### src/design/cptq_pkg.sv
`timescale 1ns / 1ps
`default_nettype none
package cptq_pkg;
  localparam int SLOTS_DEF = 16;
  localparam int LEVELS_DEF = 4;

  typedef enum logic [1:0] {
    OP_POST   = 2'd0,
    OP_CANCEL = 2'd1,
    OP_CLEAR  = 2'd2,
    OP_POP    = 2'd3
  } op_t;

  typedef struct packed {
    logic [1:0]  opcode;
    logic [1:0]  priority_req;
    logic        has_key;
    logic [7:0]  key;
    logic [15:0] task_handle;
    logic [31:0] target_id;
  } in_word_t;

  typedef struct packed {
    logic        ok;
    logic [31:0] result_id;
    logic [15:0] result_handle;
    logic [1:0]  result_priority;
    logic        overflow;
    logic [4:0]  task_count;
  } out_word_t;

  typedef enum logic [2:0] {
    ST_IDLE,
    ST_SCAN1,
    ST_SCAN2,
    ST_FINISH,
    ST_OUT
  } state_t;

  typedef struct packed {
    logic load;
    logic scan_step;
    logic pass2_start;
    logic finish;
  } cmd_t;

  typedef struct packed {
    logic scan_last;
    logic need_pass2;
    logic need_scan;
  } stat_t;
endpackage
`default_nettype wire

### src/design/cptq_ctrl.sv
`timescale 1ns / 1ps
`default_nettype none
module cptq_ctrl (
  input  wire logic             clk,
  input  wire logic             rst,
  input  wire logic             in_valid,
  output logic                  in_ready,
  output logic                  out_valid,
  input  wire logic             out_ready,
  input  wire cptq_pkg::stat_t  stat,
  output cptq_pkg::cmd_t        cmd
);
  cptq_pkg::state_t state, state_next;

  always_ff @(posedge clk) begin
    if (rst) state <= cptq_pkg::ST_IDLE;
    else state <= state_next;
  end

  always_comb begin
    state_next = state;
    cmd = '0;
    in_ready = 1'b0;
    out_valid = 1'b0;
    case (state)
      cptq_pkg::ST_IDLE: begin
        in_ready = 1'b1;
        if (in_valid) begin
          cmd.load = 1'b1;
          state_next = cptq_pkg::ST_SCAN1;
        end
      end
      cptq_pkg::ST_SCAN1: begin
        if (!stat.need_scan) state_next = cptq_pkg::ST_FINISH;
        else begin
          cmd.scan_step = 1'b1;
          if (stat.scan_last) begin
            if (stat.need_pass2) begin
              cmd.pass2_start = 1'b1;
              state_next = cptq_pkg::ST_SCAN2;
            end else state_next = cptq_pkg::ST_FINISH;
          end
        end
      end
      cptq_pkg::ST_SCAN2: begin
        cmd.scan_step = 1'b1;
        if (stat.scan_last) state_next = cptq_pkg::ST_FINISH;
      end
      cptq_pkg::ST_FINISH: begin
        cmd.finish = 1'b1;
        state_next = cptq_pkg::ST_OUT;
      end
      cptq_pkg::ST_OUT: begin
        out_valid = 1'b1;
        if (out_ready) state_next = cptq_pkg::ST_IDLE;
      end
      default: state_next = cptq_pkg::ST_IDLE;
    endcase
  end
endmodule
`default_nettype wire

### src/design/cptq_data.sv
`timescale 1ns / 1ps
`default_nettype none
module cptq_data #(
  parameter int SLOTS  = cptq_pkg::SLOTS_DEF,
  parameter int LEVELS = cptq_pkg::LEVELS_DEF
) (
  input  wire logic               clk,
  input  wire logic               rst,
  input  wire cptq_pkg::in_word_t in_word,
  input  wire cptq_pkg::cmd_t     cmd,
  output cptq_pkg::stat_t         stat,
  output cptq_pkg::out_word_t     out_word
);
  localparam int IW = (SLOTS > 1) ? $clog2(SLOTS) : 1;
  localparam int CW = $clog2(SLOTS + 1);
  localparam int LW = (LEVELS > 1) ? $clog2(LEVELS) : 1;

  logic [SLOTS-1:0] valid;
  logic [31:0]      s_id    [SLOTS];
  logic [LW-1:0]    s_lvl   [SLOTS];
  logic             s_keyed [SLOTS];
  logic [7:0]       s_key   [SLOTS];
  logic [15:0]      s_hdl   [SLOTS];
  logic [31:0]      s_ord   [SLOTS];

  logic [31:0] id_counter, order_counter;
  logic [CW-1:0] live_count;
  cptq_pkg::in_word_t req;
  logic [LW-1:0] lvl_req;
  logic [IW-1:0] idx;
  logic pass2;
  logic hit;
  logic [IW-1:0] hit_idx;
  logic free_found;
  logic [IW-1:0] free_idx;
  logic [LW-1:0] best_lvl;
  logic [31:0] best_age;
  cptq_pkg::out_word_t res;

  logic [31:0] age;
  logic is_post, is_cancel, is_pop;
  assign age = order_counter - s_ord[idx];
  assign is_post   = req.opcode == cptq_pkg::OP_POST;
  assign is_cancel = req.opcode == cptq_pkg::OP_CANCEL;
  assign is_pop    = req.opcode == cptq_pkg::OP_POP;

  assign stat.scan_last  = idx == IW'(SLOTS - 1);
  assign stat.need_pass2 = is_post && req.has_key;
  assign stat.need_scan  = (is_post && req.task_handle != 16'd0) ||
                           (is_cancel && req.target_id != 32'd0) || is_pop;
  assign out_word = res;

  // pass 1 of a keyed post finds the key; pass 2 the free slot (after the drop)
  always_ff @(posedge clk) begin
    if (rst) begin
      valid <= '0;
      id_counter <= 32'd1;
      order_counter <= 32'd0;
      live_count <= '0;
    end else begin
      if (cmd.load) begin
        req <= in_word;
        lvl_req <= (32'(in_word.priority_req) >= 32'(LEVELS)) ? LW'(LEVELS - 1)
                                                              : LW'(in_word.priority_req);
        idx <= '0;
        pass2 <= 1'b0;
        hit <= 1'b0;
        hit_idx <= '0;
        free_found <= 1'b0;
        free_idx <= '0;
      end
      if (cmd.scan_step) begin
        idx <= idx + IW'(1);
        if (is_post && req.has_key && !pass2) begin
          if (!hit && valid[idx] && s_keyed[idx] && s_key[idx] == req.key) begin
            hit <= 1'b1;
            hit_idx <= idx;
          end
        end else if (is_post) begin
          if (!free_found && !valid[idx]) begin
            free_found <= 1'b1;
            free_idx <= idx;
          end
        end else if (is_cancel) begin
          if (!hit && valid[idx] && s_id[idx] == req.target_id) begin
            hit <= 1'b1;
            hit_idx <= idx;
          end
        end else if (valid[idx]) begin
          if (!hit || s_lvl[idx] < best_lvl || (s_lvl[idx] == best_lvl && age > best_age))
          begin
            hit <= 1'b1;
            hit_idx <= idx;
            best_lvl <= s_lvl[idx];
            best_age <= age;
          end
        end
      end
      if (cmd.pass2_start) begin
        idx <= '0;
        pass2 <= 1'b1;
        if (hit || (valid[idx] && s_keyed[idx] && s_key[idx] == req.key)) begin
          valid[hit ? hit_idx : idx] <= 1'b0;
          live_count <= live_count - CW'(1);
        end
      end
      if (cmd.finish) begin
        res <= '0;
        res.task_count <= 5'(live_count);
        case (req.opcode)
          cptq_pkg::OP_POST: begin
            if (req.task_handle != 16'd0) begin
              if (!free_found) res.overflow <= 1'b1;
              else begin
                valid[free_idx] <= 1'b1;
                s_id[free_idx] <= id_counter;
                s_lvl[free_idx] <= lvl_req;
                s_keyed[free_idx] <= req.has_key;
                s_key[free_idx] <= req.key;
                s_hdl[free_idx] <= req.task_handle;
                s_ord[free_idx] <= order_counter;
                live_count <= live_count + CW'(1);
                res.task_count <= 5'(live_count + CW'(1));
                res.ok <= 1'b1;
                res.result_id <= id_counter;
                id_counter <= (id_counter == 32'hFFFF_FFFF) ? 32'd1 : id_counter + 32'd1;
                order_counter <= order_counter + 32'd1;
              end
            end
          end
          cptq_pkg::OP_CLEAR: begin
            valid <= '0;
            live_count <= '0;
            res.task_count <= 5'd0;
            res.ok <= 1'b1;
          end
          default: begin
            if (hit) begin
              valid[hit_idx] <= 1'b0;
              live_count <= live_count - CW'(1);
              res.task_count <= 5'(live_count - CW'(1));
              res.ok <= 1'b1;
              if (is_pop) begin
                res.result_id <= s_id[hit_idx];
                res.result_handle <= s_hdl[hit_idx];
                res.result_priority <= 2'(s_lvl[hit_idx]);
              end
            end
          end
        endcase
      end
    end
  end
endmodule
`default_nettype wire

### src/design/coalescing_priority_task_queue_top.sv
`timescale 1ns / 1ps
`default_nettype none
// Input accept to result valid: cancel, pop and unkeyed post scan every slot once;
// a keyed post scans twice (key scan, then free-slot scan); clear, null post and
// cancel of id 0 skip the scan and go straight to the commit state.
// Throughput: one word at a time; the next word is taken only after the result
// has been taken. The scan examines one slot per cycle.
// Reset: synchronous; empties all slots, id counter to 1, order counter to 0.
module coalescing_priority_task_queue_top #(
  parameter int SLOTS  = cptq_pkg::SLOTS_DEF,
  parameter int LEVELS = cptq_pkg::LEVELS_DEF
) (
  input  wire logic                clk,
  input  wire logic                rst,
  input  wire logic                in_valid,
  output logic                     in_ready,
  input  wire cptq_pkg::in_word_t  in_data,
  output logic                     out_valid,
  input  wire logic                out_ready,
  output cptq_pkg::out_word_t      out_data
);
  cptq_pkg::cmd_t  cmd;
  cptq_pkg::stat_t stat;

  // sequencer: accept, scan, commit, hold result until taken
  cptq_ctrl u_ctrl (
    .clk, .rst, .in_valid, .in_ready, .out_valid, .out_ready, .stat, .cmd
  );

  // slot store and scan datapath
  cptq_data #(.SLOTS(SLOTS), .LEVELS(LEVELS)) u_data (
    .clk, .rst, .in_word(in_data), .cmd, .stat, .out_word(out_data)
  );
endmodule
`default_nettype wire
### config.mk
export PLATFORM = sky130hd
export DESIGN_NAME = coalescing_priority_task_queue_top
export DESIGN_NICKNAME = d
export VERILOG_FILES = /design/src/design/cptq_pkg.sv /design/src/design/cptq_ctrl.sv /design/src/design/cptq_data.sv /design/src/design/coalescing_priority_task_queue_top.sv
export SDC_FILE = /design/constraint.sdc
export NUM_CORES = 2
export LEC_CHECK = 0
export BUFFER_PORTS_ARGS = -buffer_cell sky130_fd_sc_hd__buf_2
export CAP_MARGIN = 25
export CORE_AREA = 2 2 544 546
export CTS_CLUSTER_DIAMETER = 60
export DETAILED_ROUTE_END_ITERATION = 16
export DIE_AREA = 0 0 546 548
export PLACE_DENSITY = 0.51
export SKIP_LAST_GASP = 1
export SLEW_MARGIN = 30
export SYNTH_ARGS = -nofsm -noshare
export SYNTH_HDL_FRONTEND = slang
export SYNTH_HIERARCHICAL = 1
export SYNTH_SLANG_ARGS = --single-unit
### constraint.sdc
create_clock -name clk -period 19.8 [get_ports clk]
set_input_delay 1.98 -clock clk [delete_from_list [all_inputs] [get_ports clk]]
set_output_delay 1.98 -clock clk [all_outputs]
set_load 0.005 [all_outputs]
==> summary.md <==
| Metric | Value |
|---|---|
| Status | complete, no violations |
| Resized Gates After CTS | 0 |
| Hold crit path type | reg2reg |
| Worst Path Class, Setup | reg2reg |
| Count of buffers from port buffering | roughly 120 |
| Seq pwr share | 0.457 |
| Setup WS post-layout | 11200 ps |
| WHS Endpoint | u_data/valid[15]$_SDFF_PP0_ |
| Combinational power share | 0.153 |
| Starting Density | 0.2496 |
| Psw | 2287 uW |
| Syn Inst Count | 3779 |
| Net Sw Frac | 0.2556 |
| Num CTS Buffers | 190 |
| Clock transition at the registers of the reported paths | approximately 60 ps |
| Post-DP HPWL | 118300 um |
| Minimum clock period | 8600 ps |
| Simple logic cell fraction of the synthesized area | 0.03500 |
| Post-layout net count | around 4.1k |
| Worst path required time | 20250 ps |
| Syn_area_per_cell | around 19 um^2 |
| Reg2reg setup slack | between 10000 and 15000 ps |
| Buf/Inv on CP | 3 |
| Crit. path cell count | 23 |
| Count of different cell masters after synthesis | 80 |
| Syn Nets | 3915 |
| Placed inst area | about 79000 um^2 |
| Hold path cells | 1 |
| Place WS | 10330 ps |
| Tightest Pin Transition | just under 1000 ps |
| Hold violation count in the final report | 0 |
| CP Launch Type | register |
| Hold_ws | 498.0 ps |
| DRT Pass-1 Iters | 6 |
| Worst-Skew Late Latency | around 830 ps |
| Die Y | between 500 and 600 um |
| Root Buffer | clkbuf_16 |
| Setup violations, final | 0 |
| Max-Cap Viols | 0 |
| Relative slew slack | 0.3415 |
| Number of synthesized flops with an enable pin | approximately 1.6k |
| Hold-fix buffers at CTS | 0 |
| Worst R2R Path Depth | 23 |
| CTS tree | yes |
| Compound-Gate Fraction of Synth Area | 0.03092 |
| Post-synthesis mux area share | 0.1933 |
| WL/cell | between 20 and 30 um |
| DRC viols | 0 |
| ANT nets after route | 0 |
| Sequential area share after synthesis | 0.6925 |
| Power Density | 105.2 nW/um^2 |
| Clk sinks | 1719 |
| Die area | 299200 um^2 |
| GRT overflow | 0 |
| WL final | between 200000 and 250000 um |
| Worst Clk Skew | between 40 and 50 ps |
| # Post-CTS Setup Buffers | 0 |
| #FFs+latches synth | about 1.7k |
| Largest net degree at the start of global routing | 100 |
| Vias | 38.68k |
| Layout area overhead | 16.32% |
| Initial antenna violation count | 11 |
| Crit Reg-Reg Endpoint | u_data/best_age[7]$_DFFE_PP_ |
| Critical-path maximum fanout | 46 |
| Vias in the first global route | ~40k |
| Netlist Area Pre-Place | 73150 um^2 |
| Ys async rst share | 0 |
| Final Max Slew Viols | 0 |
| Die W | around 550 um |
| CP top delay family | compound AO/OA/AOI/OAI gates |
| Synthesis Warnings | 6 |
| H-tree Lvls | 4 |
| Worst Path Arrival | around 9000 ps |
| First-pass GRT wire length | 296600 um |
| Via density per instance | 4.783 |
| CTS max path bufs | 3 |
| Synth Area in Adders | 0.01225 |
| Core Util, Final | 0.2904 |
| Crit. End Element | register |
| XOR/XNOR share of the synthesized area | 0.01688 |
| Fin crit share | 0.4344 |
| Slowest stage cell, crit path | buf_4 |
| GRT Util Overall | 0.1353 |
| Unrepaired setup endpoints after global routing | false |
| CP cell instances | buf_4 -> buf_6 -> mux4_2 -> mux4_2 -> ha_1 -> nor2b_1 -> o21ai_0 -> a2111oi_0 -> nor2_1 -> o31a_1 -> o21ai_0 -> a31o_2 -> a21oi_1 -> xnor2_1 -> ha_1 -> nand4_1 -> nor3_1 -> nand2_1 -> a21oi_1 -> a211oi_1 -> nor3_1 -> nor4b_2 -> buf_4 |
| Largest family of logic cells by synthesized area | multiplexers |
| Leak | approximately 0.027 uW |
| Most common flop cell mapped by yosys | edfxtp_1 |
| Setup TNS | 0 ps |
| Post-Layout Inst Area | around 85000 um^2 |
| Peak Freq | about 120 MHz |
| DRT iter0 DRCs | between 3k and 4k |
| Min-delay src | u_data/valid[15]$_SDFF_PP0_ |
| Share of post-route cells with drive strength above 1 | 0.2632 |
| Cell Rows | 199 |
| Clock power frac | 0.390 |
| GP Congestion | between 0.8 and 0.9 |
| Crit-path max cell delay | between 700 and 800 ps |
| Core area | around 290000 um^2 |
| Peak supply drop | between 0.08 and 0.09 mV |
| I/O Pins | approximately 120 |
| P_int | between 6000 and 7000 uW |
-- stage by stage --
step | cells | total power (uW)
6_report | 8087 | 8950
5_1_grt | 8085 | 9284
4_1_cts | 8078 | 9054
3_5_place_dp | 7722 | 5554
3_3_place_gp | 7712 | 5550
2_1_floorplan | 3779 | 5145
-- registers in the layout (all words and copies together), names as in the netlist, 3 cells and up, named ones only --
name                  count
u_data/live_count         5
u_data/hit_idx            4
u_data/order_counter     32
u_data/s_hdl            256
u_data/s_id             512
u_data/valid             16
u_data/s_key            128
u_data/id_counter        32
u_data/s_ord            512
u_data/best_age          32
u_ctrl/state              3
u_data/req               59
u_data/free_idx           4
u_data/idx                4
u_data/s_lvl             32
u_data/s_keyed           16
u_data/out_word          57
-- power groups by stage --
stage                     Sequential [uW]  Clock, uW  Combinational, uW
final                                4090       3490               1370
after global routing                 4100       3710               1480
after CTS                            4100       3570               1380
after detailed placement             4180          0               1380
after global placement               4170          0               1380
after floorplan                      4080          0               1070
-- kinds of logic after synthesis --
logic type | Yosys count
AND/OR/NAND/NOR | 514
adder cells (fa/ha/maj) | 71
buffers and inverters | 314
multiplexers | 693
XOR/XNOR | 141
AO/OA/AOI/OAI | 327
flip-flops | 1719
-- worst max-delay path by stage --
stage	start	to
final	register	u_data/best_age[7]$_DFFE_PP_
after floorplan	register	u_data/best_age[0]$_DFFE_PP_
after detailed placement	register	u_data/best_age[21]$_DFFE_PP_
after global routing	register	u_data/best_age[7]$_DFFE_PP_
after CTS	register	u_data/best_age[7]$_DFFE_PP_
after global placement	register	u_data/best_age[20]$_DFFE_PP_
-- layout by cell type (no fill, tap or decap), types with 27 or more instances in the layout --
cell type and instances:
clkinv_2 37, edfxtp_1 1623, xor2_1 60, clkbuf_16 193
nor2b_1 33, nor2_1 125, inv_1 114, a32o_1 37
nand3_1 48, clkbuf_1 48, mux4_2 548, dfxtp_1 88
a31oi_1 27, xnor2_1 81, buf_4 73, a21oi_1 70
clkinv_1 35, o21ai_0 64, ha_1 70, nand2_1 119
mux2i_1 118, buf_2 123
-- cell usage after synthesis, types with 6 or more instances --
cell,instances,area share
xor2_1,60,0.0072
nand3b_1,9,0.00092
a22oi_1,7,0.00072
or3_1,11,0.00094
nor2b_1,34,0.0029
o22ai_1,9,0.00077
nand2_1,119,0.0061
mux2i_1,118,0.016
a32o_1,37,0.0051
ha_1,70,0.012
a22o_1,8,0.00096
o31ai_1,10,0.0010
nand2b_1,13,0.0011
a21o_1,22,0.0023
nor3_1,29,0.0020
mux4_2,548,0.17
a31oi_1,27,0.0023
edfxtp_1,1623,0.67
nand3_1,48,0.0033
xnor2_1,81,0.0097
nor4_1,24,0.0021
a21oi_1,70,0.0048
mux2_2,6,0.00092
dfxtp_1,96,0.026
and2_1,12,0.0010
o21ai_0,64,0.0044
and3_1,23,0.0020
mux4_1,21,0.0075
inv_1,115,0.0059
nor2_1,138,0.0071
clkbuf_1,90,0.0046
a221oi_1,8,0.00096
buf_4,23,0.0024
buf_2,43,0.0029
a211oi_1,8,0.00082
nand4_1,26,0.0022
buf_1,32,0.0016
-- worst reg2reg max path, delay by kind of cell, from the launching register on --
family | cells | cell delay (ps)
AOI/OAI and AO/OA | 8 | 2220
and+or+nand+nor | 7 | 1800
xor gates and xnor gates | 1 | 150
muxes | 2 | 1120
adders and majority gates | 2 | 520
DFF | 1 | 560
buffers and inverters | 3 | 1860
-- cell type report --
cell class,count,area [um^2]
Antenna cell,8,20.02
Clock buffer,246,5079
Clock inverter,110,1081
Fill cell,28770,208000
Inverter,119,450.4
Multi-Input combinational cell,1746,21240
Sequential cell,1719,50690
Tap cell,3919,4903
Timing Repair Buffer,220,1632
-- per-layer routing --
| metal | wire length [um] | vias to the layer above | track usage | part of all wire |
|---|---|---|---|---|
| met5 | 13 | - | 0 | 0.000063 |
| met4 | 4450 | 2 | 0.03498 | 0.022 |
| met3 | 10910 | 254 | 0.01966 | 0.053 |
| met2 | 100700 | 1250 | 0.2239 | 0.49 |
| met1 | 90510 | 21020 | 0.1858 | 0.44 |
| li1 | - | 16160 | - | - |
Note: power is estimated with default switching activity, not from simulation.
